## config.mk

```make
export PLATFORM = sky130hd
export DESIGN_NAME = kabf_alu
export DESIGN_NICKNAME = d
export VERILOG_FILES = /design/src/hw/rtl/kabf_pkg.sv /design/src/hw/rtl/kabf_alu.sv
export SDC_FILE = /design/constraint.sdc
export NUM_CORES = 2
export LEC_CHECK = 0
export BUFFER_PORTS_ARGS = -buffer_cell sky130_fd_sc_hd__buf_4
export CAP_MARGIN = 15
export CORE_UTILIZATION = 46
export CTS_BUF_LIST = sky130_fd_sc_hd__clkbuf_8
export DETAILED_ROUTE_END_ITERATION = 6
export SYNTH_ARGS = -nofsm -noshare
export SYNTH_HDL_FRONTEND = slang
export SYNTH_SLANG_ARGS = --single-unit
```

## constraint.sdc

```tcl
create_clock -name clk_i -period 6.6 [get_ports clk_i]
set_input_delay 0.99 -clock clk_i [delete_from_list [all_inputs] [get_ports clk_i]]
set_output_delay 0.99 -clock clk_i [all_outputs]
set_load 0.05 [all_outputs]
```

## src/hw/rtl/kabf_pkg.sv

```systemverilog
package kabf_pkg;

  // operand widths of the shared datapath
  localparam int unsigned AddW = 34;
  localparam int unsigned MulW = 33;
  localparam int unsigned AccW = 66;
  localparam int unsigned DenW = 33;

  // configuration port
  localparam int unsigned CfgW = 31;
  localparam int unsigned IdxW = 2;

  localparam logic [CfgW-1:0] AngleNoiseRst = 31'd268435;
  localparam logic [CfgW-1:0] BiasNoiseRst  = 31'd805306;
  localparam logic [CfgW-1:0] MeasNoiseRst  = 31'd8053064;

  typedef enum logic [IdxW-1:0] {
    CFG_ANGLE_NOISE = 2'd0,
    CFG_BIAS_NOISE  = 2'd1,
    CFG_MEAS_NOISE  = 2'd2
  } cfg_idx_e;

  typedef enum logic {
    ALU_ADD,
    ALU_MUL
  } alu_op_e;

  typedef enum logic {
    SHIFT_Q16,
    SHIFT_Q28
  } mul_shift_e;

  // add form: a + b - c - d, mul form: round(mul_a * mul_b >> shift)
  typedef struct packed {
    alu_op_e               op;
    mul_shift_e            shift;
    logic signed [AddW-1:0] add_a;
    logic signed [AddW-1:0] add_b;
    logic signed [AddW-1:0] sub_c;
    logic signed [AddW-1:0] sub_d;
    logic signed [MulW-1:0] mul_a;
    logic signed [MulW-1:0] mul_b;
  } alu_req_t;

  typedef enum logic [2:0] {
    ST_IDLE,
    ST_ISSUE,
    ST_WB,
    ST_DIV_START,
    ST_DIV_WAIT,
    ST_OUT
  } state_e;

  typedef enum logic [4:0] {
    STEP_RATE,
    STEP_DT_RATE,
    STEP_ANGLE_PRED,
    STEP_DT_P11,
    STEP_U,
    STEP_DT_U,
    STEP_P00_PRED,
    STEP_P01_PRED,
    STEP_P10_PRED,
    STEP_QB_DT,
    STEP_P11_PRED,
    STEP_INNOV,
    STEP_K0_Y,
    STEP_ANGLE_CORR,
    STEP_K1_Y,
    STEP_BIAS_CORR,
    STEP_K1_P00,
    STEP_P10_CORR,
    STEP_K1_P01,
    STEP_P11_CORR,
    STEP_K0_P00,
    STEP_P00_CORR,
    STEP_K0_P01,
    STEP_P01_CORR
  } step_e;

  typedef enum logic [3:0] {
    DST_RATE,
    DST_ANGLE,
    DST_BIAS,
    DST_T,
    DST_M,
    DST_P00,
    DST_P01,
    DST_P10,
    DST_P11
  } dest_e;

endpackage

```

## src/hw/rtl/kabf_alu.sv

```systemverilog
module kabf_alu #(
  parameter int unsigned SAT_W = 32
) (
  input  logic                clk_i,
  input  logic                rst_ni,
  input  logic                start_i,
  input  kabf_pkg::alu_req_t  req_i,
  output logic                done_o,
  output logic signed [SAT_W-1:0] res_o
);
  import kabf_pkg::*;

  localparam logic signed [AccW-1:0] SatMax = (66'sd1 <<< (SAT_W - 1)) - 66'sd1;
  localparam logic signed [AccW-1:0] SatMin = -SatMax - 66'sd1;
  localparam logic signed [AccW-1:0] Half16 = 66'sd1 <<< 15;
  localparam logic signed [AccW-1:0] Half28 = 66'sd1 <<< 27;

  logic signed [AccW-1:0] product;
  logic signed [AccW-1:0] sum;
  logic signed [AccW-1:0] acc_q;
  logic signed [AccW-1:0] rnd;
  alu_op_e                op_q;
  mul_shift_e             shift_q;
  logic                   valid_q;

  assign product = $signed(req_i.mul_a) * $signed(req_i.mul_b);
  assign sum = AccW'($signed(req_i.add_a)) + AccW'($signed(req_i.add_b))
             - AccW'($signed(req_i.sub_c)) - AccW'($signed(req_i.sub_d));

  always_ff @(posedge clk_i) begin
    if (start_i) begin
      acc_q   <= (req_i.op == ALU_MUL) ? product : sum;
      op_q    <= req_i.op;
      shift_q <= req_i.shift;
    end
  end

  always_ff @(posedge clk_i or negedge rst_ni) begin
    if (!rst_ni) begin
      valid_q <= 1'b0;
    end else begin
      valid_q <= start_i;
    end
  end

  // multiplies round to nearest with ties up; every result is then clamped
  always_comb begin
    rnd = acc_q;
    if (op_q == ALU_MUL) begin
      case (shift_q)
        SHIFT_Q16: rnd = (acc_q + Half16) >>> 16;
        SHIFT_Q28: rnd = (acc_q + Half28) >>> 28;
        default:   rnd = acc_q;
      endcase
    end
    if (rnd > SatMax) begin
      res_o = SatMax[SAT_W-1:0];
    end else if (rnd < SatMin) begin
      res_o = SatMin[SAT_W-1:0];
    end else begin
      res_o = rnd[SAT_W-1:0];
    end
  end

  assign done_o = valid_q;

endmodule

```

# Word-level counts from Yosys, hierarchy flattened

Cells that the tools add are included.

Output and inout bits: 33
Word-level logic and storage cells: 18
Flip-flop bits (word level): 69
Bits of input ports: 207

Magnitude comparators: 2
Add/sub/neg operators: 5
Multiply operators: 1
Bitwise logic cells: 1
Mux-type cells: 5

Operators by type and width:

| cell                                                                           | number |
|---|---|
| 66-bit two-way mux                                                             | 2 |
| 66-bit case mux with 2 select lines                                            | 1 |
| 66-bit by 17-bit adder with 66-bit output, second input constant               | 1 |
| 66-bit by 29-bit adder with 66-bit output, second input constant               | 1 |
| 66-bit by 32-bit > comparator with 1-bit output, second input constant         | 1 |
| 66-bit by 32-bit less-than comparator with 1-bit output, second input constant | 1 |
| 33-bit by 33-bit multiplier with 66-bit output                                 | 1 |
| 32-bit two-way mux                                                             | 2 |
| 36-bit by 34-bit subtractor with 37-bit output                                 | 1 |
| 35-bit by 34-bit subtractor with 36-bit output                                 | 1 |
| 34-bit by 34-bit adder with 35-bit output                                      | 1 |
| 1-bit inverter                                                                 | 1 |

# Depth between registers and ports, before layout

Word-level depth: 6
Mapped depth: 30
Gate-level depth less buffers: 28

# Least setup slack after synthesis

Ideal clock, no wire load.

Kind: input to register
From: input req_i[65] (netlist name)
To: register acc_q[63] (data pin)
Data required time: 6,328 ps
Buffers on the path: 2
Setup time: 272 ps
Setup slack: -2,058 ps
Stages on the path: 26
Data arrival time: 8,386 ps
Cell sequence: clkbuf_1 nand2_1 inv_1 fa_1 fa_1 fa_1 fa_1 inv_1 fa_1 inv_1 fa_1 fa_1 inv_1 fa_1 inv_1 ha_1 clkbuf_1 and3_1 a221o_1 a21oi_1 o211ai_1 inv_1 a21oi_1 a2111oi_0 o21a_1 o31ai_1

Word-level cells in the longest chain between the ends: 2

Ends and longest elaborated chain:

| item                                           | line           | text |
|---|---|---|
| start, declared                                | kabf_alu.sv:7  | `input kabf_pkg::alu_req_t req_i,` |
| 33-bit by 33-bit multiplier with 66-bit output | kabf_alu.sv:26 | `assign product = $signed(req_i.mul_a) * $signed(req_i.mul_b);` |
| 66-bit two-way mux                             | kabf_alu.sv:32 | `acc_q <= (req_i.op == ALU_MUL) ? product : sum;` |
| end signal, assigned                           | kabf_alu.sv:32 |  |
| end, declared                                  | kabf_alu.sv:20 | `logic signed [AccW-1:0] acc_q;` |

No other way between the ends.
A chain may end at the register's enable or synchronous reset.

# Final worst setup path

From: input req_i[3] (netlist name)
To: register acc_q[63] (data pin)

Same word-level chain as after synthesis.

==> flow_summary.json <==
{
  "outcome": "finished, violations left",
  "violations": "negative setup slack",
  "h-tree-depth": 3,
  "setup_ws_ps": -1130,
  "coreArea_um2": 104000,
  "cts.path.max_buffers": 2,
  "final_net_count": 7566,
  "synth_top_area_cell": "fa_1",
  "max_clock_freq_ghz": 0.129,
  "fp.dieW_um": 325,
  "synth_area_leaders": "fa_1 (51%), inv_1 (10%), and2_1 (7.2%)",
  "worstPathMaxFanout": 7,
  "max_cap_violations": 0,
  "synthesis.area_um2": 48100,
  "synth_fp_nets": 7012,
  "gp_congestion": 0.954,
  "fin_crit_sh_pct": 117,
  "cts_made_buffers": 9,
  "drv_slew": 0,
  "max_slew_margin_pct": 35.8,
  "setup_viol": 51,
  "hold_viol_final": 0,
  "dieHeight_um": 325,
  "crit_arrival_ps": 7870,
  "tightest_slew_ps": 963,
  "rsz0062_at_grt": "yes",
  "fp.dieArea_um2": 106000,
  "clkSinkCount": 69,
  "initial_core_util_pct": 46.4,
  "yosysUniqueCellTypes": 71,
  "dr.first_iter.drc_count": 1879,
  "start_kind": "input port",
  "yosysTopAreaCellShare_pct": 50.5,
  "grt_pass1_vias": 41361,
  "ys_ff_latch": 69,
  "ctsRootBufferMaster": "clkbuf_8",
  "drive_above_1_share_pct": 22.1,
  "ys_dominant_reg_cell": "edfxtp_1",
  "finalCriticalPeriod_ps": 7730,
  "viasPerCell": 5.14,
  "n_fill_cell": 9366,
  "drt-pass1-iter-count": 5,
  "row_count": 118,
  "crit_top_cell": "fa_1",
  "critPathRequiredTime_ps": 6740,
  "ant_nets": 0,
  "grt_pass1_wl_mm": 229,
  "synth_edf_count": 68,
  "clk_pin_slew_ps": 100,
  "avgSynthCellArea_um2": 9.02,
  "worstSetupPathType": "input port to flop",
  "hold_path_class": "input port to asynchronous set/reset pin",
  "slowest_stage": "fa_1",
  "syn_inst": 5335,
  "post_drt_wl_per_cell_um": 19.6,
  "portBuffers": 239,
  "dr_total_vias": 37372,
  "synth-async-reset-ratio_pct": 1.45,
  "syn2layout_area_growth_pct": 22.0,
  "io_pins": 240,
  "totalWireLength_mm": 142,
  "track_usage_pct": 27.6,
  "cts_tree": "built",
  "grt_overflow": 0,
  "drc": 0,
  "seq_area_frac_synth_pct": 4.30,
  "grt_max_degree": 70,
  "hpwlAfterDp_mm": 121,
  "end_kind": "flop",
  "antenna_found_initial": 2,
  "setup-tns-final_ps": -39910,
  "ys_warn_count": 0,
  "cpPeakStageDelay_ps": 600
}
==> synthesized netlist by cell type (7+ instances only) <==
| library cell | count |
|---|---|
| inv_1 | 1308 |
| fa_1 | 1214 |
| nand2_1 | 634 |
| and2_1 | 555 |
| ha_1 | 256 |
| clkbuf_1 | 249 |
| o21ai_0 | 126 |
| a21oi_1 | 118 |
| nor2_1 | 118 |
| xnor2_1 | 102 |
| xor2_1 | 75 |
| edfxtp_1 | 68 |
| a21o_1 | 48 |
| nand3_1 | 41 |
| nand4_1 | 36 |
| nor3_1 | 34 |
| o21bai_1 | 25 |
| a211oi_1 | 22 |
| o211ai_1 | 22 |
| o21ai_2 | 21 |
| and3_1 | 20 |
| o21a_1 | 17 |
| nand2b_1 | 16 |
| nor4_1 | 15 |
| o31ai_1 | 15 |
| and4_1 | 12 |
| o21ai_1 | 12 |
| mux2i_1 | 11 |
| or2_2 | 11 |
| nor2b_1 | 10 |
| a31oi_1 | 9 |
| nor3b_1 | 7 |
==> registers in the layout (all words and copies together) (netlist names) <==
| register | count |
|---|---|
| shift_q | 1 |
| done_o | 1 |
| op_q | 1 |
| acc_q | 66 |
==> worst max path at each step <==
| stage | start | slack (ps) | depth (start not counted) | to |
|---|---|---|---|---|
| finish | req_i[3] | -1130 | 29 | acc_q[63] |
| global route | req_i[5] | -1310 | 29 | acc_q[63] |
| CTS | req_i[60] | -1150 | 28 | acc_q[62] |
| detailed placement | req_i[65] | -1810 | 27 | acc_q[63] |
| global placement | req_i[65] | -1750 | 27 | acc_q[65] |
| floorplan | req_i[2] | -1590 | 25 | acc_q[63] |
==> repair_timing <==
action,CTS,global route
pin swaps,135,206
hold buffers,0,0
buffers inserted,44,38
gates resized for setup,332,261
gates cloned,7,3
setup endpoints to repair,53,55
==> routing by layer <==
layer | GRT usage [%] | part of all wire (%) | vias to the layer above
met5 | 0 | 0 | -
met4 | 7.87 | 3.5 | 0
met3 | 2.15 | 4.5 | 216
met2 | 48.2 | 49 | 1010
met1 | 36.8 | 43 | 19258
li1 | - | - | 16888
==> through the flow <==
stage	instance area (µm²)	util, %	setup WS (ps)	hold WS (ps)	instances
CTS	57400	55.4	-1150	325	7240
floorplan	49700	-	-1590	694	5335
global route	58700	56.6	-1310	318	7274
global placement	55300	53.4	-1750	765	7178
detailed placement	55300	53.4	-1810	767	7178
finish	58700	56.6	-1130	346	7275
==> kinds of logic (layout without fill, tap and decap cells) <==
group,count (synthesis),after routing,share of synthesized area (%)
flops,69,69,4.30
fa+ha+maj,1470,1470,57.2
simple gates,1535,1535,16.1
compound gates,495,495,6.55
buf+inv,1577,2136,12.4
mux,12,12,0.252
other cells,0,1,0
xor+xnor,177,177,3.22
==> critical path, delay by kind of cell <==
family | cells | cell delay (ps)
fa+ha+maj | 9 | 4420
compound gates | 9 | 1560
simple gates | 2 | 120
buf+inv | 9 | 740
==> cells in the final DEF, fill, tap and decap left out, drive strengths merged, types with 36 or more instances in the layout <==
| master | n |
|---|---|
| xnor2 | 102 |
| nand2 | 634 |
| a21o | 48 |
| nand4 | 36 |
| nand3 | 42 |
| inv | 1312 |
| xor2 | 75 |
| ha | 256 |
| edfxtp | 68 |
| buf | 802 |
| nor2 | 118 |
| and2 | 555 |
| a21oi | 119 |
| fa | 1214 |
| o21ai | 159 |
==> layout make-up <==
class	count	area, µm²	area share (%)
antenna	1	2.50	0.00426
multi-input combinational	3689	42100	71.7
timing repair buffer	810	7710	13.1
sequential	69	2070	3.52
tap	1380	1730	2.94
clock inverter	7	61.3	0.104
inverter	1310	4920	8.39
clock buffer	9	124	0.211
Power is left out: the tool's default activity adds up to more than one toggle a clock period on the data nets, which glitch-free logic cannot reach.
