[src/hw/rtl/kabf_pkg.sv]
package kabf_pkg;

  // operand widths of the shared datapath
  localparam int unsigned AddW = 34;
  localparam int unsigned MulW = 33;
  localparam int unsigned AccW = 66;
  localparam int unsigned DenW = 33;

  // configuration port
  localparam int unsigned CfgW = 31;
  localparam int unsigned IdxW = 2;

  localparam logic [CfgW-1:0] AngleNoiseRst = 31'd268435;
  localparam logic [CfgW-1:0] BiasNoiseRst  = 31'd805306;
  localparam logic [CfgW-1:0] MeasNoiseRst  = 31'd8053064;

  typedef enum logic [IdxW-1:0] {
    CFG_ANGLE_NOISE = 2'd0,
    CFG_BIAS_NOISE  = 2'd1,
    CFG_MEAS_NOISE  = 2'd2
  } cfg_idx_e;

  typedef enum logic {
    ALU_ADD,
    ALU_MUL
  } alu_op_e;

  typedef enum logic {
    SHIFT_Q16,
    SHIFT_Q28
  } mul_shift_e;

  // add form: a + b - c - d, mul form: round(mul_a * mul_b >> shift)
  typedef struct packed {
    alu_op_e               op;
    mul_shift_e            shift;
    logic signed [AddW-1:0] add_a;
    logic signed [AddW-1:0] add_b;
    logic signed [AddW-1:0] sub_c;
    logic signed [AddW-1:0] sub_d;
    logic signed [MulW-1:0] mul_a;
    logic signed [MulW-1:0] mul_b;
  } alu_req_t;

  typedef enum logic [2:0] {
    ST_IDLE,
    ST_ISSUE,
    ST_WB,
    ST_DIV_START,
    ST_DIV_WAIT,
    ST_OUT
  } state_e;

  typedef enum logic [4:0] {
    STEP_RATE,
    STEP_DT_RATE,
    STEP_ANGLE_PRED,
    STEP_DT_P11,
    STEP_U,
    STEP_DT_U,
    STEP_P00_PRED,
    STEP_P01_PRED,
    STEP_P10_PRED,
    STEP_QB_DT,
    STEP_P11_PRED,
    STEP_INNOV,
    STEP_K0_Y,
    STEP_ANGLE_CORR,
    STEP_K1_Y,
    STEP_BIAS_CORR,
    STEP_K1_P00,
    STEP_P10_CORR,
    STEP_K1_P01,
    STEP_P11_CORR,
    STEP_K0_P00,
    STEP_P00_CORR,
    STEP_K0_P01,
    STEP_P01_CORR
  } step_e;

  typedef enum logic [3:0] {
    DST_RATE,
    DST_ANGLE,
    DST_BIAS,
    DST_T,
    DST_M,
    DST_P00,
    DST_P01,
    DST_P10,
    DST_P11
  } dest_e;

endpackage

[src/hw/rtl/kabf_div.sv]
module kabf_div #(
  parameter int unsigned SAT_W = 32
) (
  input  logic                       clk_i,
  input  logic                       rst_ni,
  input  logic                       start_i,
  input  logic signed [SAT_W-1:0]    num_i,
  input  logic [kabf_pkg::DenW-1:0]  den_i,
  output logic                       done_o,
  output logic signed [SAT_W-1:0]    quo_o
);
  import kabf_pkg::*;

  localparam int unsigned QuoW  = 32;
  localparam int unsigned FracW = 28;
  localparam int unsigned NumW  = QuoW + FracW;
  localparam int unsigned CntW  = $clog2(QuoW);
  localparam logic [QuoW-1:0] QuoMax = 32'h8000_0000;
  localparam logic signed [AddW-1:0] SatMax = (34'sd1 <<< (SAT_W - 1)) - 34'sd1;
  localparam logic signed [AddW-1:0] SatMin = -SatMax - 34'sd1;

  logic                   neg;
  logic signed [QuoW:0]   num_ext;
  logic [QuoW:0]          mag;
  logic [NumW-1:0]        dividend;
  logic                   ovf;

  logic                   busy_q;
  logic                   done_q;
  logic [CntW-1:0]        cnt_q;
  logic [DenW-1:0]        den_q;
  logic [DenW-1:0]        rem_q;
  logic [QuoW-1:0]        low_q;
  logic [QuoW-1:0]        quo_q;
  logic                   neg_q;
  logic                   ovf_q;

  logic [DenW:0]          trial;
  logic                   fits;
  logic [DenW:0]          trial_sub;
  logic [QuoW-1:0]        quo_mag;
  logic signed [AddW-1:0] quo_signed;

  // magnitude of num, scaled by 2^28, plus half the divisor for rounding
  assign neg      = num_i < 0;
  assign num_ext  = (QuoW + 1)'(num_i);
  assign mag      = neg ? (QuoW + 1)'(-num_ext) : (QuoW + 1)'(num_ext);
  assign dividend = {mag[QuoW-1:0], {FracW{1'b0}}} + NumW'(den_i >> 1);
  assign ovf      = DenW'(dividend[NumW-1:QuoW]) >= den_i;

  assign trial     = {rem_q, low_q[QuoW-1]};
  assign fits      = trial >= {1'b0, den_q};
  assign trial_sub = trial - {1'b0, den_q};

  always_ff @(posedge clk_i) begin
    if (start_i) begin
      den_q <= den_i;
      rem_q <= DenW'(dividend[NumW-1:QuoW]);
      low_q <= dividend[QuoW-1:0];
      neg_q <= neg;
      ovf_q <= ovf;
    end else if (busy_q) begin
      rem_q <= fits ? trial_sub[DenW-1:0] : trial[DenW-1:0];
      low_q <= low_q << 1;
      quo_q <= {quo_q[QuoW-2:0], fits};
    end
  end

  always_ff @(posedge clk_i or negedge rst_ni) begin
    if (!rst_ni) begin
      busy_q <= 1'b0;
      done_q <= 1'b0;
      cnt_q  <= '0;
    end else begin
      done_q <= 1'b0;
      if (start_i) begin
        busy_q <= 1'b1;
        cnt_q  <= CntW'(QuoW - 1);
      end else if (busy_q) begin
        cnt_q <= cnt_q - CntW'(1);
        if (cnt_q == '0) begin
          busy_q <= 1'b0;
          done_q <= 1'b1;
        end
      end
    end
  end

  // gain magnitude tops out at 8.0 (2^31 at 28 fraction bits) before the sign goes back on
  always_comb begin
    quo_mag    = (ovf_q || quo_q > QuoMax) ? QuoMax : quo_q;
    quo_signed = neg_q ? -$signed({2'b00, quo_mag}) : $signed({2'b00, quo_mag});
    if (quo_signed > SatMax) begin
      quo_o = SatMax[SAT_W-1:0];
    end else if (quo_signed < SatMin) begin
      quo_o = SatMin[SAT_W-1:0];
    end else begin
      quo_o = quo_signed[SAT_W-1:0];
    end
  end

  assign done_o = done_q;

endmodule

[config.mk]
export PLATFORM = sky130hd
export DESIGN_NAME = kabf_div
export DESIGN_NICKNAME = d
export VERILOG_FILES = /design/src/hw/rtl/kabf_pkg.sv /design/src/hw/rtl/kabf_div.sv
export SDC_FILE = /design/constraint.sdc
export NUM_CORES = 1
export LEC_CHECK = 0
export BUFFER_PORTS_ARGS = -buffer_cell sky130_fd_sc_hd__buf_2
export CORE_MARGIN = 5
export CORE_UTILIZATION = 66
export DETAILED_ROUTE_END_ITERATION = 12
export GPL_TIMING_DRIVEN = 1
export PLACE_DENSITY = 0.9
export RECOVER_POWER = 25
export SLEW_MARGIN = 20
export SYNTH_ARGS = -nofsm -noshare
export SYNTH_HDL_FRONTEND = slang
export SYNTH_SLANG_ARGS = --single-unit
[constraint.sdc]
create_clock -name clk_i -period 8.69 [get_ports clk_i]
set_input_delay 2.607 -clock clk_i [delete_from_list [all_inputs] [get_ports clk_i]]
set_output_delay 2.607 -clock clk_i [all_outputs]
set_load 0.1 [all_outputs]
After elaboration in Yosys (flattened, before gate mapping). Cells that the tools add are included.

Add/subtract/negate cells: 5. $lt $le $gt $ge: 6. Muxes and demuxes: 18. Bitwise logic cells: 1. Reductions and logical operators: 4.

Operator list (count): two-way mux 32 bit (6); adder 60 x 32 -> 60 bit (1); two-way mux 28 bit (2); >= comparator 34 x 33 -> 1 bit (1); > comparator 34 x 32 -> 1 bit, second input constant (1); < comparator 34 x 32 -> 1 bit, second input constant (1); two-way mux 34 bit (1); negator 32 -> 34 bit (1); >= comparator 28 x 33 -> 1 bit (1); two-way mux 33 bit (1); subtractor 33 bit (1); > comparator 32 bit, second input constant (1); < comparator 32 x 1 -> 1 bit, second input constant (1); negator 32 bit (1); two-way mux 5 bit (2); two-way mux 1 bit (6); zero test 5 bit (1); subtractor 5 x 1 -> 5 bit, second input constant (1); AND reduction 2 bit (1); nonzero test 2 bit (1); logical OR 1 bit (1); NOT 1 bit (1).

Register bits after elaboration: 139.

Depth between registers and ports, before layout.
Depth after elaboration: 8. Depth in mapped cells: 23. Mapped depth without buffers: 21.

Worst setup path before layout. OpenSTA, ideal clock, no wires.

Path type: flip-flop to output port. Start point: reg quo_q[13]. End point: out quo_o[11]. Arrival time: 5.758 ns. Data required time: 6.083 ns. Slack: 0.325 ns. Cell stages (with the launch flop): 16. Cell sequence: edfxtp_1 or4_1 or2_2 or3_1 o41ai_2 and2_0 clkbuf_1 clkbuf_1 nand2_1 ha_1 inv_1 a31o_2 o41ai_1 and2_1 nand2b_1 o21ai_0.

Longest elaborated chain between the ends: 8. Elaborated cells on any way between the ends: 9. Those cells by class: add/sub (1); order compare (3); mux (4); reduce/logical (1).

RTL lines: start: declaration (line kabf_div.sv:34) `logic [QuoW-1:0] quo_q;`; start signal: assignment (line kabf_div.sv:65) `quo_q <= {quo_q[QuoW-2:0], fits};`; > comparator 32 bit (line kabf_div.sv:91) `quo_mag = (ovf_q || quo_q > QuoMax) ? QuoMax : quo_q;`; logical OR 1 bit (line kabf_div.sv:91); two-way mux 32 bit (*) (line kabf_div.sv:91); negator 32 -> 34 bit (line kabf_div.sv:92) `quo_signed = neg_q ? -$signed({2'b00, quo_mag}) : $signed({2'b00, quo_mag});`; two-way mux 34 bit (*) (line kabf_div.sv:92); < comparator 34 x 32 -> 1 bit (line kabf_div.sv:95) `end else if (quo_signed < SatMin) begin`; two-way mux 32 bit (line kabf_div.sv:95); two-way mux 32 bit (*) (line kabf_div.sv:93) `if (quo_signed > SatMax) begin`; end: declaration (line kabf_div.sv:10) `output logic signed [SAT_W-1:0] quo_o`.

Mark *: on every way between the ends. The rest lies on a longest branch, timed or not.

Worst setup path after layout. Ends and elaborated chain as after synthesis.

==> out/metrics.csv <==
stage;metric;value;unit
sta;holdWs;505;ps
grt;grt_use_total;29.2;%
critical_path;r2r_start;rem_q[26]$_DFFE_PP_;
synthesis;async_flop_share;5.04;%
synthesis;ys_seq_area_share;37.4;%
critical_path;crit_end;quo_o[11];
route;wl_per_cell;19.1;um
critical_path;reg2reg_slack;4590;ps
critical_path;rr_worst_depth;11;
route;vias;9599;
power;power;2.82;mW
clocking;h-tree-depth;4;
placement;io_buffer_count;100;
outcome;status;complete, but fails checks;
final_layout;fin_util;73.8;%
sta;grt_setup_unrepaired;false;
critical_path;critPathMaxFanout;12;
route;drt-vias-per-instance;6.45;
clocking;cts_buffers;17;
power;peakVddDrop;0.174;mV
route;drt_iter0_markers;995;
final_layout;fin_cells;1489;
synthesis;syn_inst;1178;
power;leakagePower;4.82;nW
clocking;post-cts-setup-buffers;0;
clocking;cts.clk_slew.worst_paths;60;ps
placement;dpl-instance-area;11600;um^2
critical_path;critPathLaunchType;flop;
synthesis;synth-seq-cells;139;
route;wl;28500;um
sta;finalHoldViolCount;0;
critical_path;worstSetupPathType;flop to primary output;
final_layout;diodes;0;
clocking;clockBufferDepth;2;
final_layout;final_cell_mix;nand2_1 (127), edfxtp_1 (127), o21ai_0 (86), inv_1 (79), ha_1 (69);
placement;hpwlAfterDp;20600;um
route;first_pass_iters;6;
sta;worstMarginPinSlew;2160;ps
placement;pre_cts_slack;1310;ps
flow_run;drv_cap;1;
placement;place_congestion;0.988;
hold_path;min_delay_path_depth;2;
floorplanning;io_pins;101;
power;powerDensity;233;nW/um^2
placement;dp.cells;1457;
critical_path;end_kind;primary output;
clocking;cts_resized;0;
floorplanning;dieHeight;139;um
sta;fmax;0.132;GHz
synthesis;avgSynthCellArea;9.29;um^2
clocking;clock_latency;440;ps
route;drc;0;
hold_path;hp-class;flop to flop;
clocking;cts_tree;yes;
sta;setup_slack;1090;ps
grt;grt_pass1_vias;9177;
clocking;clock-sinks;139;
synthesis;synth_edf_count;127;
sta;slew_headroom;-44.3;%
grt;overflow;0;
final_layout;syn_to_final_growth;10.6;%
critical_path;critPathLaunch;quo_q[13]$_DFFE_PP_;
synthesis;ys.flop_type;edfxtp_1;
final_layout;fillers;1136;
floorplanning;die_area;19300;um^2
final_layout;final_area;12100;um^2
synthesis;synth_top_area_share;34.9;%
synthesis;netlist_area;10900;um^2
floorplanning;initial_core_util;66.7;%
clocking;hold_buffers;0;
floorplanning;die_w;139;um
sta;setup_tns;0;ps
synthesis;synthTopCellsByArea;edfxtp_1 (35%), ha_1 (7.9%), nand2_1 (4.4%);
floorplanning;coreArea;16400;um^2
critical_path;worstPathArrival;4990;ps
final_layout;drive_above_1_share;13.5;%
grt;grt_pass1_wl;46500;um
synthesis;syn-num-nets;1317;
synthesis;ys_types;83;
route;antenna_left;0;
sta;timing.final.crit_period;7600;ps
critical_path;cp.required;6080;ps
grt;grt_max_degree;50;
clocking;clock-root-buffer;clkbuf_16;
outcome;violations;max-capacitance violations, max-slew violations;
sta;fin_crit_sh;87.4;%
final_layout;layout.nets;1395;
synthesis;yosys_warnings;0;
floorplanning;rows;47;
grt;antenna_found_initial;1;
synthesis;yosys.area.top_type;edfxtp_1;
critical_path;r2r-end;rem_q[27]$_DFFE_PP_;
sta;fin_skew;7.56;ps
sta;setup_violations;0;
sta;slew_violations;42;
## power by group
part           switching [mW]  internal (mW)  total (mW)
clock                   0.325          0.381       0.706
combinational           0.789          0.420        1.21
sequential             0.0611          0.848       0.909
total                    1.17           1.65        2.82
## metal layers
metal	vias to the layer above	global-route usage, %	wire [um]
met1	4518	38.6	11700
li1	4539	-	-
met2	473	48.4	13800
met5	-	0	0
met4	0	9.37	743
met3	69	6.24	2210
## area by class of cell
cell class	instances	area, um^2	area share (%)
Multi-Input combinational cell	907	6340	52.4
Timing Repair Buffer	108	518	4.28
Sequential cell	139	4090	33.8
Tap cell	220	275	2.27
Inverter	83	312	2.57
Clock inverter	15	140	1.16
Clock buffer	17	425	3.51
## worst min-delay path by stage
stage,start,end,slack (ps)
after floorplan,rem_q[32]$_SDFFE_PP0P_,rem_q[32]$_SDFFE_PP0P_,440
after global placement,rem_q[32]$_SDFFE_PP0P_,rem_q[32]$_SDFFE_PP0P_,470
after detailed placement,quo_q[7]$_DFFE_PP_,quo_q[8]$_DFFE_PP_,500
after CTS,rem_q[30]$_SDFFE_PP0P_,rem_q[30]$_SDFFE_PP0P_,500
after global routing,rem_q[30]$_SDFFE_PP0P_,rem_q[30]$_SDFFE_PP0P_,520
final,rem_q[30]$_SDFFE_PP0P_,rem_q[30]$_SDFFE_PP0P_,500
## worst max-delay path, stage by stage (launching register included)
cell	delay [ps]
edfxtp_1	480
or4_1	620
or2_2	330
or3_1	440
o41ai_2	380
and2_0	280
nand2_1	100
ha_1	280
inv_1	130
a31o_2	150
o41ai_1	100
and2_1	310
nand2b_1	290
o21ai_0	210
buf_2	450
## cells by family (layout without fill, tap and decap cells)
group / count (synthesis) / in the layout / synth area share, %
AO/OA/AOI/OAI: 311 / 311 / 18.8
XOR/XNOR: 102 / 102 / 8.23
adder cells (fa/ha/maj): 71 / 71 / 8.26
buffers and inverters: 132 / 223 / 4.65
flip-flops: 139 / 139 / 37.4
multiplexers: 46 / 46 / 4.64
AND/OR/NAND/NOR: 377 / 377 / 18.0
## sequential cells by signal (all words and copies together) (netlist names)
name / flops
quo_q: 32
done_o: 1
neg_q: 1
den_q: 33
busy_q: 1
low_q: 32
cnt_q: 5
ovf_q: 1
rem_q: 33
## Yosys cell counts, drive strengths merged, types with 15 or more instances
| master | count |
|---|---|
| nor2 | 67 |
| o21ai | 88 |
| mux2 | 38 |
| o31ai | 18 |
| ha | 69 |
| nor4 | 22 |
| a21o | 20 |
| o21a | 18 |
| nand2b | 20 |
| nand2 | 127 |
| edfxtp | 127 |
| xnor2 | 55 |
| a21oi | 60 |
| o211ai | 15 |
| clkbuf | 35 |
| nor3 | 26 |
| xor2 | 47 |
| inv | 81 |
| a211oi | 15 |
| nand3 | 24 |
| nor2b | 21 |
No activity file was read; power rests on OpenSTA's default activity.
